--- src/hw/rtl/snf_pkg.sv ---
// Shared types, codes and default constants for the smoothed needle follower.
package snf_pkg;

   localparam int DEF_READING_LOW   = 400;
   localparam int DEF_READING_HIGH  = 2200;
   localparam int DEF_POSITION_BITS = 16;

   localparam int READING_W = 12;
   localparam int STEP_W    = 16;
   localparam int CSR_W     = 16;

   localparam logic signed [STEP_W-1:0] RESET_STEP_LOW  = 16'sd0;
   localparam logic signed [STEP_W-1:0] RESET_STEP_HIGH = 16'sd1024;
   localparam logic RESET_DIRECTION_REVERSE = 1'b0;
   localparam logic RESET_AUTO_ENABLE       = 1'b1;

   localparam logic [3:0] COIL_FIRST = 4'b0001;

   typedef enum logic [1:0] {
      OP_TICK = 2'd0,
      OP_SET  = 2'd1,
      OP_SYNC = 2'd2,
      OP_ZERO = 2'd3
   } op_type;

   typedef enum logic [1:0] {
      CSR_STEP_LOW  = 2'd0,
      CSR_STEP_HIGH = 2'd1,
      CSR_DIR_REV   = 2'd2,
      CSR_AUTO_EN   = 2'd3
   } csr_index_type;

   typedef enum logic [1:0] {
      REGION_LOW  = 2'd0,
      REGION_HIGH = 2'd1,
      REGION_MID  = 2'd2
   } region_type;

   typedef struct packed {
      logic                 valid;
      op_type               op;
      logic [READING_W-1:0] display;
      region_type           region;
   } smooth_stage_type;

   typedef struct packed {
      logic                       valid;
      op_type                     op;
      logic [READING_W-1:0]       display;
      logic signed [STEP_W-1:0]   goal;
   } goal_stage_type;

endpackage

--- src/hw/rtl/smoothed_stepper_needle_follower_top.sv ---
// Top level of the smoothed stepper needle follower with its register file.
// The result of an item appears on the result ports once the item has passed six
// registers: input register, smoothing stage, mapping multiply, reciprocal multiply, goal
// sum, and the result register that holds the motor state update. One item is accepted
// every cycle while the result side takes results; the chain of stage registers absorbs a
// stalled result.
// Configuration registers must be written only while no item is in flight.
module smoothed_stepper_needle_follower_top
   import snf_pkg::*;
#(
   parameter int READING_LOW   = DEF_READING_LOW,
   parameter int READING_HIGH  = DEF_READING_HIGH,
   parameter int POSITION_BITS = DEF_POSITION_BITS
) (
   input  logic                     clock,
   input  logic                     reset,
   input  logic                     req_valid,
   output logic                     req_stall,
   input  logic [1:0]               req_op,
   input  logic [15:0]              req_reading,
   output logic                     rsp_valid,
   input  logic                     rsp_stall,
   output logic [3:0]               rsp_coil_drive,
   output logic signed [STEP_W-1:0] rsp_motor_position,
   output logic [READING_W-1:0]     rsp_shown_reading,
   output logic                     rsp_stepped,
   output logic                     rsp_arrived,
   input  logic                     csr_write,
   input  logic [1:0]               csr_index,
   input  logic [CSR_W-1:0]         csr_data
);

   logic signed [STEP_W-1:0] step_low_ff, step_high_ff;
   logic                     dir_rev_ff, auto_en_ff;

   smooth_stage_type smooth_stage;
   goal_stage_type   goal_stage;
   logic             map_ready, drive_ready;

   always_ff @(posedge clock) begin
      if (reset) begin
         step_low_ff  <= RESET_STEP_LOW;
         step_high_ff <= RESET_STEP_HIGH;
         dir_rev_ff   <= RESET_DIRECTION_REVERSE;
         auto_en_ff   <= RESET_AUTO_ENABLE;
      end else if (csr_write) begin
         case (csr_index_type'(csr_index))
            CSR_STEP_LOW:  step_low_ff  <= $signed(csr_data[STEP_W-1:0]);
            CSR_STEP_HIGH: step_high_ff <= $signed(csr_data[STEP_W-1:0]);
            CSR_DIR_REV:   dir_rev_ff   <= csr_data[0];
            CSR_AUTO_EN:   auto_en_ff   <= csr_data[0];
            default: begin
            end
         endcase
      end
   end

   snf_front #(
      .READING_LOW  (READING_LOW),
      .READING_HIGH (READING_HIGH)
   ) u_front (
      .clock       (clock),
      .reset       (reset),
      .req_valid   (req_valid),
      .req_stall   (req_stall),
      .req_op      (req_op),
      .req_reading (req_reading),
      .next_ready  (map_ready),
      .stage_out   (smooth_stage)
   );

   snf_map #(
      .READING_LOW  (READING_LOW),
      .READING_HIGH (READING_HIGH)
   ) u_map (
      .clock      (clock),
      .reset      (reset),
      .stage_in   (smooth_stage),
      .prev_ready (map_ready),
      .next_ready (drive_ready),
      .step_low   (step_low_ff),
      .step_high  (step_high_ff),
      .stage_out  (goal_stage)
   );

   snf_drive #(
      .POSITION_BITS (POSITION_BITS)
   ) u_drive (
      .clock              (clock),
      .reset              (reset),
      .stage_in           (goal_stage),
      .prev_ready         (drive_ready),
      .direction_reverse  (dir_rev_ff),
      .auto_enable        (auto_en_ff),
      .rsp_valid          (rsp_valid),
      .rsp_stall          (rsp_stall),
      .rsp_coil_drive     (rsp_coil_drive),
      .rsp_motor_position (rsp_motor_position),
      .rsp_shown_reading  (rsp_shown_reading),
      .rsp_stepped        (rsp_stepped),
      .rsp_arrived        (rsp_arrived)
   );

endmodule

--- src/hw/rtl/snf_front.sv ---
// Input register, target and display state, and the smoothing stage.
module snf_front
   import snf_pkg::*;
#(
   parameter int READING_LOW  = DEF_READING_LOW,
   parameter int READING_HIGH = DEF_READING_HIGH
) (
   input  logic             clock,
   input  logic             reset,
   input  logic             req_valid,
   output logic             req_stall,
   input  logic [1:0]       req_op,
   input  logic [15:0]      req_reading,
   input  logic             next_ready,
   output smooth_stage_type stage_out
);

   localparam logic signed [16:0] LOW_S  = 17'(READING_LOW);
   localparam logic signed [16:0] HIGH_S = 17'(READING_HIGH);
   localparam logic [READING_W-1:0] RESET_READING = (READING_LOW > READING_HIGH) ?
      READING_W'(READING_HIGH) : READING_W'(READING_LOW);
   localparam logic SPAN_POS = (READING_HIGH > READING_LOW);
   localparam logic [15:0] DIV10_RECIP = 16'd52429;
   localparam int DIV10_SHIFT = 19;

   function automatic logic [READING_W-1:0] clamp_reading(input logic signed [16:0] r);
      logic signed [16:0] v;
      v = r;
      if (v < LOW_S) begin
         v = LOW_S;
      end
      if (v > HIGH_S) begin
         v = HIGH_S;
      end
      return v[READING_W-1:0];
   endfunction

   logic                 in_valid_ff, in_valid_in;
   op_type               in_op_ff;
   logic [15:0]          in_reading_ff;
   logic [READING_W-1:0] target_ff, target_in;
   logic [READING_W-1:0] display_ff, display_in;
   smooth_stage_type     stage_ff, stage_in;

   logic                 stage_ready, in_ready, in_move;
   logic [READING_W-1:0] clamped, smoothed;
   logic signed [13:0]   diff, nudge, step, sum;
   logic [12:0]          mag;
   logic [28:0]          quot_full;
   logic [9:0]           quot;
   region_type           region;

   always_comb begin
      stage_ready = !stage_ff.valid || next_ready;
      in_ready    = !in_valid_ff || stage_ready;
      in_move     = in_valid_ff && stage_ready;
      req_stall   = !in_ready;

      clamped   = clamp_reading($signed({1'b0, in_reading_ff}));
      diff      = $signed({2'b00, target_ff}) - $signed({2'b00, display_ff});
      nudge     = diff + 14'sd5;
      mag       = nudge[13] ? 13'(-nudge) : nudge[12:0];
      quot_full = mag * DIV10_RECIP;
      quot      = quot_full[DIV10_SHIFT +: 10];
      step      = nudge[13] ? -$signed({4'b0000, quot}) : $signed({4'b0000, quot});
      sum       = $signed({2'b00, display_ff}) + step;
      smoothed  = clamp_reading({{3{sum[13]}}, sum});

      target_in  = target_ff;
      display_in = display_ff;
      if (in_move) begin
         case (in_op_ff)
            OP_SET: begin
               target_in = clamped;
            end
            OP_SYNC: begin
               target_in  = clamped;
               display_in = clamped;
            end
            OP_TICK: begin
               display_in = smoothed;
            end
            default: begin
            end
         endcase
      end

      if ($signed({5'b00000, display_in}) <= LOW_S) begin
         region = REGION_LOW;
      end else if (($signed({5'b00000, display_in}) >= HIGH_S) || !SPAN_POS) begin
         region = REGION_HIGH;
      end else begin
         region = REGION_MID;
      end

      stage_in = stage_ff;
      if (stage_ready) begin
         stage_in.valid = in_valid_ff;
      end
      if (in_move) begin
         stage_in.op      = in_op_ff;
         stage_in.display = display_in;
         stage_in.region  = region;
      end

      in_valid_in = in_ready ? req_valid : in_valid_ff;
   end

   always_ff @(posedge clock) begin
      if (reset) begin
         in_valid_ff    <= 1'b0;
         target_ff      <= RESET_READING;
         display_ff     <= RESET_READING;
         stage_ff.valid <= 1'b0;
      end else begin
         in_valid_ff <= in_valid_in;
         target_ff   <= target_in;
         display_ff  <= display_in;
         stage_ff    <= stage_in;
      end
   end

   always_ff @(posedge clock) begin
      if (req_valid && in_ready) begin
         in_op_ff      <= op_type'(req_op);
         in_reading_ff <= req_reading;
      end
   end

   assign stage_out = stage_ff;

endmodule

--- src/hw/rtl/snf_map.sv ---
// Linear mapping of the display reading onto the calibrated step range.
module snf_map
   import snf_pkg::*;
#(
   parameter int READING_LOW  = DEF_READING_LOW,
   parameter int READING_HIGH = DEF_READING_HIGH
) (
   input  logic                     clock,
   input  logic                     reset,
   input  smooth_stage_type         stage_in,
   output logic                     prev_ready,
   input  logic                     next_ready,
   input  logic signed [STEP_W-1:0] step_low,
   input  logic signed [STEP_W-1:0] step_high,
   output goal_stage_type           stage_out
);

   localparam int SPAN_RD = READING_HIGH - READING_LOW;
   localparam int DIVISOR = (SPAN_RD > 0) ? SPAN_RD : 1;
   localparam int SHIFT   = 28 + $clog2(DIVISOR);
   localparam longint unsigned RECIP_FULL =
      ((64'd1 << SHIFT) + 64'(DIVISOR) - 64'd1) / 64'(DIVISOR);
   localparam logic [28:0] RECIP = 29'(RECIP_FULL);
   localparam logic [READING_W-1:0] LOW_R = READING_W'(READING_LOW);

   logic                 mul_valid_ff;
   op_type               mul_op_ff;
   logic [READING_W-1:0] mul_display_ff;
   region_type           mul_region_ff;
   logic signed [28:0]   mul_prod_ff;

   logic                 rcp_valid_ff;
   op_type               rcp_op_ff;
   logic [READING_W-1:0] rcp_display_ff;
   region_type           rcp_region_ff;
   logic                 rcp_neg_ff;
   logic [42:0]          rcp_lo_ff;
   logic [41:0]          rcp_hi_ff;

   goal_stage_type       goal_ff, goal_in;

   logic                 goal_ready, rcp_ready, mul_ready;
   logic [READING_W-1:0] offset;
   logic signed [16:0]   span;
   logic signed [29:0]   prod_full;
   logic [27:0]          mag;
   logic [42:0]          pp_lo;
   logic [41:0]          pp_hi;
   logic [57:0]          full;
   logic [16:0]          quo;
   logic signed [17:0]   quo_s, goal_mid;

   always_comb begin
      goal_ready = !goal_ff.valid || next_ready;
      rcp_ready  = !rcp_valid_ff || goal_ready;
      mul_ready  = !mul_valid_ff || rcp_ready;
      prev_ready = mul_ready;

      offset    = stage_in.display - LOW_R;
      span      = $signed({step_high[STEP_W-1], step_high})
                - $signed({step_low[STEP_W-1], step_low});
      prod_full = $signed({1'b0, offset}) * span;

      mag   = mul_prod_ff[28] ? 28'(-mul_prod_ff) : mul_prod_ff[27:0];
      pp_lo = mag * RECIP[14:0];
      pp_hi = mag * RECIP[28:15];

      full     = 58'(rcp_lo_ff) + 58'({rcp_hi_ff, 15'd0});
      quo      = full[SHIFT +: 17];
      quo_s    = rcp_neg_ff ? -$signed({1'b0, quo}) : $signed({1'b0, quo});
      goal_mid = $signed({{2{step_low[STEP_W-1]}}, step_low}) + quo_s;

      goal_in = goal_ff;
      if (goal_ready) begin
         goal_in.valid = rcp_valid_ff;
      end
      if (rcp_valid_ff && goal_ready) begin
         goal_in.op      = rcp_op_ff;
         goal_in.display = rcp_display_ff;
         case (rcp_region_ff)
            REGION_LOW:  goal_in.goal = step_low;
            REGION_MID:  goal_in.goal = goal_mid[STEP_W-1:0];
            default:     goal_in.goal = step_high;
         endcase
      end
   end

   always_ff @(posedge clock) begin
      if (reset) begin
         mul_valid_ff  <= 1'b0;
         rcp_valid_ff  <= 1'b0;
         goal_ff.valid <= 1'b0;
      end else begin
         if (mul_ready) begin
            mul_valid_ff <= stage_in.valid;
         end
         if (rcp_ready) begin
            rcp_valid_ff <= mul_valid_ff;
         end
         goal_ff <= goal_in;
      end
   end

   always_ff @(posedge clock) begin
      if (stage_in.valid && mul_ready) begin
         mul_op_ff      <= stage_in.op;
         mul_display_ff <= stage_in.display;
         mul_region_ff  <= stage_in.region;
         mul_prod_ff    <= prod_full[28:0];
      end
      if (mul_valid_ff && rcp_ready) begin
         rcp_op_ff      <= mul_op_ff;
         rcp_display_ff <= mul_display_ff;
         rcp_region_ff  <= mul_region_ff;
         rcp_neg_ff     <= mul_prod_ff[28];
         rcp_lo_ff      <= pp_lo;
         rcp_hi_ff      <= pp_hi;
      end
   end

   assign stage_out = goal_ff;

endmodule

--- src/hw/rtl/snf_drive.sv ---
// Motor position, phase and coil state, and the result register.
module snf_drive
   import snf_pkg::*;
#(
   parameter int POSITION_BITS = DEF_POSITION_BITS
) (
   input  logic                     clock,
   input  logic                     reset,
   input  goal_stage_type           stage_in,
   output logic                     prev_ready,
   input  logic                     direction_reverse,
   input  logic                     auto_enable,
   output logic                     rsp_valid,
   input  logic                     rsp_stall,
   output logic [3:0]               rsp_coil_drive,
   output logic signed [STEP_W-1:0] rsp_motor_position,
   output logic [READING_W-1:0]     rsp_shown_reading,
   output logic                     rsp_stepped,
   output logic                     rsp_arrived
);

   localparam int CMP_W = 33;

   logic [POSITION_BITS-1:0] position_ff, position_in;
   logic [1:0]               phase_ff, phase_in;
   logic [3:0]               coil_ff, coil_in;

   logic                     out_valid_ff, out_valid_in;
   logic [3:0]               out_coil_ff;
   logic signed [STEP_W-1:0] out_position_ff;
   logic [READING_W-1:0]     out_shown_ff;
   logic                     out_stepped_ff, out_arrived_ff;

   logic                     out_ready, move, take_step, up, fwd, arrived;
   logic signed [CMP_W-1:0]  here, goal, after;

   always_comb begin
      out_ready  = !out_valid_ff || !rsp_stall;
      move       = stage_in.valid && out_ready;
      prev_ready = out_ready;

      here      = CMP_W'($signed(position_ff));
      goal      = CMP_W'($signed(stage_in.goal));
      take_step = (stage_in.op == OP_TICK) && auto_enable && (here != goal);
      up        = goal > here;
      fwd       = direction_reverse ? !up : up;

      position_in = position_ff;
      phase_in    = phase_ff;
      coil_in     = coil_ff;
      if (stage_in.op == OP_ZERO) begin
         position_in = '0;
      end else if (take_step) begin
         phase_in    = fwd ? phase_ff + 2'd1 : phase_ff - 2'd1;
         coil_in     = COIL_FIRST << phase_in;
         position_in = up ? position_ff + POSITION_BITS'(1)
                          : position_ff - POSITION_BITS'(1);
      end
      after   = CMP_W'($signed(position_in));
      arrived = take_step && (after == goal);

      out_valid_in = out_ready ? stage_in.valid : out_valid_ff;
   end

   always_ff @(posedge clock) begin
      if (reset) begin
         position_ff  <= '0;
         phase_ff     <= 2'd0;
         coil_ff      <= 4'd0;
         out_valid_ff <= 1'b0;
      end else begin
         out_valid_ff <= out_valid_in;
         if (move) begin
            position_ff <= position_in;
            phase_ff    <= phase_in;
            coil_ff     <= coil_in;
         end
      end
   end

   always_ff @(posedge clock) begin
      if (move) begin
         out_coil_ff     <= coil_in;
         out_position_ff <= after[STEP_W-1:0];
         out_shown_ff    <= stage_in.display;
         out_stepped_ff  <= take_step;
         out_arrived_ff  <= arrived;
      end
   end

   assign rsp_valid          = out_valid_ff;
   assign rsp_coil_drive     = out_coil_ff;
   assign rsp_motor_position = out_position_ff;
   assign rsp_shown_reading  = out_shown_ff;
   assign rsp_stepped        = out_stepped_ff;
   assign rsp_arrived        = out_arrived_ff;

`ifndef SYNTHESIS
   a_arrived_needs_step: assert property (@(posedge clock) disable iff (reset)
      out_valid_ff && out_arrived_ff |-> out_stepped_ff)
      else $error("Arrival reported without a step.");

   a_step_coil_onehot: assert property (@(posedge clock) disable iff (reset)
      out_valid_ff && out_stepped_ff |-> $onehot(out_coil_ff))
      else $error("Stepped item carries a coil pattern that is not one-hot.");

   a_coil_matches_phase: assert property (@(posedge clock) disable iff (reset)
      (coil_ff == 4'd0) || (coil_ff == (COIL_FIRST << phase_ff)))
      else $error("Coil pattern does not follow the phase index.");

   a_step_moves_one: assert property (@(posedge clock) disable iff (reset)
      move && take_step |=>
         (POSITION_BITS'(position_ff - $past(position_ff)) == POSITION_BITS'(1)) ||
         (POSITION_BITS'(position_ff - $past(position_ff)) == {POSITION_BITS{1'b1}}))
      else $error("A step moved the position by other than one.");
`endif

endmodule
--- config.mk ---
export PLATFORM = sky130hd
export DESIGN_NAME = smoothed_stepper_needle_follower_top
export DESIGN_NICKNAME = d
export VERILOG_FILES = /design/src/hw/rtl/snf_pkg.sv /design/src/hw/rtl/smoothed_stepper_needle_follower_top.sv /design/src/hw/rtl/snf_front.sv /design/src/hw/rtl/snf_map.sv /design/src/hw/rtl/snf_drive.sv
export SDC_FILE = /design/constraint.sdc
export NUM_CORES = 2
export LEC_CHECK = 0
export ABC_CLOCK_PERIOD_IN_PS = 17400
export BUFFER_PORTS_ARGS = -buffer_cell sky130_fd_sc_hd__buf_2
export CAP_MARGIN = 20
export CORE_MARGIN = 4
export CORE_UTILIZATION = 65
export CTS_CLUSTER_SIZE = 28
export DETAILED_ROUTE_END_ITERATION = 8
export MAX_ROUTING_LAYER = met4
export PLACE_DENSITY = 0.82
export SYNTH_ARGS = -nofsm -noshare
export SYNTH_HDL_FRONTEND = slang
export SYNTH_HIERARCHICAL = 1
export SYNTH_SLANG_ARGS = --single-unit
--- constraint.sdc ---
create_clock -name clock -period 17.4 [get_ports clock]
set_input_delay 0.87 -clock clock [delete_from_list [all_inputs] [get_ports clock]]
set_output_delay 0.87 -clock clock [all_outputs]
set_load 0.01 [all_outputs]
==> impl_results.html <==
<table>
<tr><th>Metric</th><th>Value</th></tr>
<tr><th colspan="2">Global routing</th></tr>
<tr><td>Busiest layer in global routing</td><td>met2</td></tr>
<tr><td>GRT Total Usage</td><td>0.3004</td></tr>
<tr><td>Met1 track utilization from global routing</td><td>0.3977</td></tr>
<tr><td>Number of global-route vias before repair</td><td>31220</td></tr>
<tr><td>Antenna violations before repair</td><td>0</td></tr>
<tr><td>Overall overflow remaining after global route</td><td>0</td></tr>
<tr><td>Maximum number of pins on one net before global-route repair</td><td>91</td></tr>
<tr><td>First-pass GRT wire length</td><td>159100 um</td></tr>
<tr><td>Met2 track demand over resource</td><td>0.4916</td></tr>
<tr><td>Grt met3 use</td><td>0.03873</td></tr>
<tr><th colspan="2">Finish</th></tr>
<tr><td>Diode insertion count for antenna repair</td><td>0</td></tr>
<tr><td>Net total in the final layout</td><td>5406</td></tr>
<tr><td>Final Non-Filler Cells</td><td>5165</td></tr>
<tr><td>Core occupancy in the finished layout</td><td>0.7060</td></tr>
<tr><td>Filler cells</td><td>4548</td></tr>
<tr><td>Highest-count cells in the layout ignoring fill and taps</td><td>797 x sky130_fd_sc_hd__inv_1, 591 x sky130_fd_sc_hd__ha_1, 475 x sky130_fd_sc_hd__fa_1, 310 x sky130_fd_sc_hd__nand2_1, 222 x sky130_fd_sc_hd__edfxtp_1</td></tr>
<tr><td>Fraction of layout instances using a drive strength above 1</td><td>0.06862</td></tr>
<tr><td>Leading cell type in the layout, fill and taps excluded</td><td>sky130_fd_sc_hd__inv_1</td></tr>
<tr><td>Area added between synthesis and finish</td><td>6.932%</td></tr>
<tr><th colspan="2">Logic synthesis</th></tr>
<tr><td>Synth warn</td><td>6</td></tr>
<tr><td>Number of unique standard cell types used by synthesis</td><td>120</td></tr>
<tr><td>Fraction of registers with async set/reset</td><td>0</td></tr>
<tr><td>Post-Syn Instances</td><td>around 4200</td></tr>
<tr><td>Cell types with the largest area share after synthesis</td><td>sky130_fd_sc_hd__fa_1 23%, sky130_fd_sc_hd__ha_1 18%, sky130_fd_sc_hd__edfxtp_1 16%</td></tr>
<tr><td>Mean instance size in the synthesized netlist</td><td>around 9.7 um2</td></tr>
<tr><td>Largest area contributor in the netlist</td><td>sky130_fd_sc_hd__fa_1</td></tr>
<tr><td>Area share of the largest cell type after synthesis</td><td>0.2321</td></tr>
<tr><td>Mapped Area</td><td>40970 um2</td></tr>
<tr><td>Number of register bits inferred by synthesis</td><td>308</td></tr>
<tr><td>Post-synthesis sequential area ratio</td><td>0.2047</td></tr>
<tr><td>Most used flip-flop cell after synthesis</td><td>sky130_fd_sc_hd__edfxtp_1</td></tr>
<tr><td>Number of flops mapped to enable cells by yosys</td><td>222</td></tr>
<tr><td>Net count of the mapped netlist</td><td>5320</td></tr>
<tr><th colspan="2">Clock network</th></tr>
<tr><td>CTS Root Buffer Type</td><td>sky130_fd_sc_hd__clkbuf_16</td></tr>
<tr><td>Count of cells resized by post-cts repair</td><td>0</td></tr>
<tr><td># H-tree levels</td><td>2</td></tr>
<tr><td>Num CTS Buffers</td><td>38</td></tr>
<tr><td>Clock edge transition at the registers on the reported setup and hold paths</td><td>60 ps</td></tr>
<tr><td>Post-CTS Setup Repair Bufs</td><td>0</td></tr>
<tr><td>Clk Latency, worst-skew pair</td><td>600 ps</td></tr>
<tr><td>CTS tree</td><td>yes</td></tr>
<tr><td>Number of sinks on the clock net</td><td>308</td></tr>
<tr><td>Max Root-Sink Buffers</td><td>3</td></tr>
<tr><td>Number of hold buffers added after cts</td><td>0</td></tr>
<tr><th colspan="2">Floorplan</th></tr>
<tr><td>Starting Density</td><td>0.6602</td></tr>
<tr><td>Number of placed I/O pins</td><td>77</td></tr>
<tr><td>Die area</td><td>67110 um2</td></tr>
<tr><td>Placeable core area</td><td>about 62000 um2</td></tr>
<tr><td>Horiz. Die Dim</td><td>about 260 um</td></tr>
<tr><td>Rows</td><td>91</td></tr>
<tr><td>Vertical die dimension</td><td>~260 um</td></tr>
<tr><th colspan="2">Worst setup path</th></tr>
<tr><td>Critical path start-end classification</td><td>flop to flop</td></tr>
<tr><td>Cell with the biggest individual delay on the critical path</td><td>sky130_fd_sc_hd__or4_4</td></tr>
<tr><td>Arrival time worst endpoint</td><td>15680 ps</td></tr>
<tr><td>Timing startpoint of the critical path</td><td>u_front/target_ff[0]</td></tr>
<tr><td>Critical path buffers and inverters</td><td>4</td></tr>
<tr><td>Top Family by Delay on Critical Path</td><td>compound AO/OA/AOI/OAI gates</td></tr>
<tr><td>Internal reg-to-reg setup slack</td><td>2020 ps</td></tr>
<tr><td>Register-to-Register Path Depth</td><td>58</td></tr>
<tr><td>Endpoint required time on the critical path</td><td>17700 ps</td></tr>
<tr><td>Nature of the critical path endpoint</td><td>flop</td></tr>
<tr><td>Number of gates on the worst path with buffers counted</td><td>58</td></tr>
<tr><td>Crit Path Max Fanout</td><td>13</td></tr>
<tr><td>R2r startpoint</td><td>u_front/target_ff[0]</td></tr>
<tr><td>Slowest cell delay on critical path</td><td>600 ps</td></tr>
<tr><td>Destination of the critical timing path</td><td>u_front/stage_out[1]</td></tr>
<tr><td>Cell repeated most along the worst path</td><td>sky130_fd_sc_hd__ha_1</td></tr>
<tr><td>Category of the worst setup path launch point</td><td>flop</td></tr>
<tr><td>Endpoint of the lowest-slack register-to-register path</td><td>u_front/stage_out[1]</td></tr>
<tr><th colspan="2">Timing</th></tr>
<tr><td>Final worst path period need</td><td>15380 ps</td></tr>
<tr><td>Count of endpoints failing setup in the final report</td><td>0</td></tr>
<tr><td>RSZ-0062 raised after global routing</td><td>false</td></tr>
<tr><td>Top achievable clock speed</td><td>65.00 MHz</td></tr>
<tr><td>Period utilization</td><td>0.8841</td></tr>
<tr><td>Setup TNS</td><td>0 ps</td></tr>
<tr><td>Max Slew Vio Count</td><td>0</td></tr>
<tr><td>Worst Tran Pin Value</td><td>1156 ps</td></tr>
<tr><td>Fin worst setup slack</td><td>2016 ps</td></tr>
<tr><td>Headroom to the max-slew limit</td><td>0.2265</td></tr>
<tr><td>Count of endpoints failing hold in the final timing report</td><td>0</td></tr>
<tr><td>Fin Clk Skew</td><td>31.96 ps</td></tr>
<tr><th colspan="2">Detailed routing</th></tr>
<tr><td>Total wirelength of the detailed-routed design</td><td>95460 um</td></tr>
<tr><td>Count of antenna-violating nets left after detailed routing</td><td>0</td></tr>
<tr><td>Violation count after the first detailed-routing iteration</td><td>around 2400</td></tr>
<tr><td>Vias after detailed routing</td><td>30270</td></tr>
<tr><td>DRC</td><td>0</td></tr>
<tr><td>Via/cell ratio</td><td>roughly 6</td></tr>
<tr><td>TritonRoute pass-1 iters</td><td>6</td></tr>
<tr><td>DR WL/cell</td><td>18.48 um</td></tr>
<tr><th colspan="2">Place</th></tr>
<tr><td>Estimated wirelength of the detail-placed design</td><td>76290 um</td></tr>
<tr><td>Number of input and output port buffers inserted</td><td>between 70 and 80</td></tr>
<tr><td>Pre-CTS setup slack</td><td>1966 ps</td></tr>
<tr><td>Final weighted congestion in routability-driven placement</td><td>0.9562</td></tr>
<tr><td>Inst Count DP</td><td>5095</td></tr>
<tr><th colspan="2">Status</th></tr>
<tr><td>Result of the run</td><td>complete, no violations</td></tr>
<tr><th colspan="2">Run</th></tr>
<tr><td>Count of max-cap constraint violations</td><td>0</td></tr>
<tr><th colspan="2">Hold path</th></tr>
<tr><td>Class of the tightest hold or removal check</td><td>flop to flop</td></tr>
</table>
-- per-stage QoR --
stage	hold slack (ps)	cell area [um2]
floorplan	400.3	40970
global placement	401.1	42500
detailed placement	404.5	42500
CTS	399.1	43810
global route	402.6	43810
finish	398.4	43810
-- worst reg2reg max path: cells and delay by family (launching register included) --
kind                     cells  cell delay [ps]
AO/OA/AOI/OAI               24             5650
XOR/XNOR                     4             1080
adder cells (fa/ha/maj)     11             3700
buffers and inverters        4              260
flip-flops                   1              330
multiplexers                 1              170
AND/OR/NAND/NOR             14             3940
-- logic make-up after synthesis --
logic type	count (synthesis)	share of synthesized area
fa+ha+maj	1066	0.4126
mux	58	0.01429
flops	308	0.2047
xor+xnor	226	0.04996
simple gates	1020	0.1266
buf+inv	882	0.08166
compound gates	653	0.1102
-- synthesized netlist by cell type (10+ instances only) --
| library cell | n |
|---|---|
| sky130_fd_sc_hd__nand4_1 | 28 |
| sky130_fd_sc_hd__xor2_1 | 70 |
| sky130_fd_sc_hd__o21ai_0 | 103 |
| sky130_fd_sc_hd__o31ai_1 | 15 |
| sky130_fd_sc_hd__o22ai_1 | 11 |
| sky130_fd_sc_hd__or2_2 | 18 |
| sky130_fd_sc_hd__o21a_1 | 35 |
| sky130_fd_sc_hd__edfxtp_1 | 222 |
| sky130_fd_sc_hd__or3_1 | 28 |
| sky130_fd_sc_hd__a31oi_1 | 18 |
| sky130_fd_sc_hd__inv_1 | 798 |
| sky130_fd_sc_hd__dfxtp_1 | 86 |
| sky130_fd_sc_hd__nor2_1 | 196 |
| sky130_fd_sc_hd__clkbuf_1 | 63 |
| sky130_fd_sc_hd__fa_1 | 475 |
| sky130_fd_sc_hd__and3_1 | 25 |
| sky130_fd_sc_hd__buf_2 | 12 |
| sky130_fd_sc_hd__and2_1 | 80 |
| sky130_fd_sc_hd__a22oi_1 | 10 |
| sky130_fd_sc_hd__nand2b_1 | 91 |
| sky130_fd_sc_hd__a211oi_1 | 27 |
| sky130_fd_sc_hd__o211ai_1 | 17 |
| sky130_fd_sc_hd__xnor2_1 | 151 |
| sky130_fd_sc_hd__a21oi_1 | 187 |
| sky130_fd_sc_hd__mux2i_1 | 54 |
| sky130_fd_sc_hd__a21o_1 | 65 |
| sky130_fd_sc_hd__nor3_1 | 60 |
| sky130_fd_sc_hd__nor2b_1 | 41 |
| sky130_fd_sc_hd__nor4_1 | 13 |
| sky130_fd_sc_hd__nand2_1 | 310 |
| sky130_fd_sc_hd__a2111oi_0 | 10 |
| sky130_fd_sc_hd__ha_1 | 591 |
| sky130_fd_sc_hd__a21boi_0 | 17 |
| sky130_fd_sc_hd__nand3_1 | 64 |
-- flip-flops by register name, summed over array words and instances, names as in the netlist, 16 cells and up --
register / cells
u_front/in_reading_ff: 16
u_map/rcp_hi_ff: 35
u_drive/position_ff: 16
u_drive/rsp_motor_position: 16
u_map/mul_prod_ff: 29
u_map/rcp_lo_ff: 27
step_high_ff: 16
step_low_ff: 16
u_front/stage_out: 17
u_map/stage_out: 31
-- final cells by class --
type,instances,area (um2),share of cell area
clock buffers,44,983.4,0.02245
clock inverters,25,320.3,0.007311
inverters,800,3003,0.06854
multi-input cells,3023,29300,0.6688
flip-flops and latches,308,8388,0.1915
well taps,837,1047,0.02390
repair buffers,128,768.2,0.01754
-- worst min-delay path by stage --
stage | cells after the start | endpoint | from
floorplan | 0 | u_drive/rsp_shown_reading[0] | u_map/stage_out[16]
finish | 0 | u_map/stage_out[26] | u_map/rcp_display_ff[10]
global placement | 0 | u_map/rcp_op_ff[1] | u_map/mul_op_ff[1]
CTS | 0 | u_drive/rsp_shown_reading[8] | u_map/stage_out[24]
detailed placement | 0 | u_drive/rsp_shown_reading[1] | u_map/stage_out[17]
global route | 0 | u_drive/rsp_shown_reading[8] | u_map/stage_out[24]
-- metal layers --
metal | share of wire | wire length, um
met3 | 0.061 | 5826
met4 | 0.032 | 3063
met5 | 0 | 0
met1 | 0.43 | 40900
met2 | 0.48 | 45670
Power is left out: the tool's default activity adds up to more than one toggle a clock period on the data nets, which glitch-free logic cannot reach.
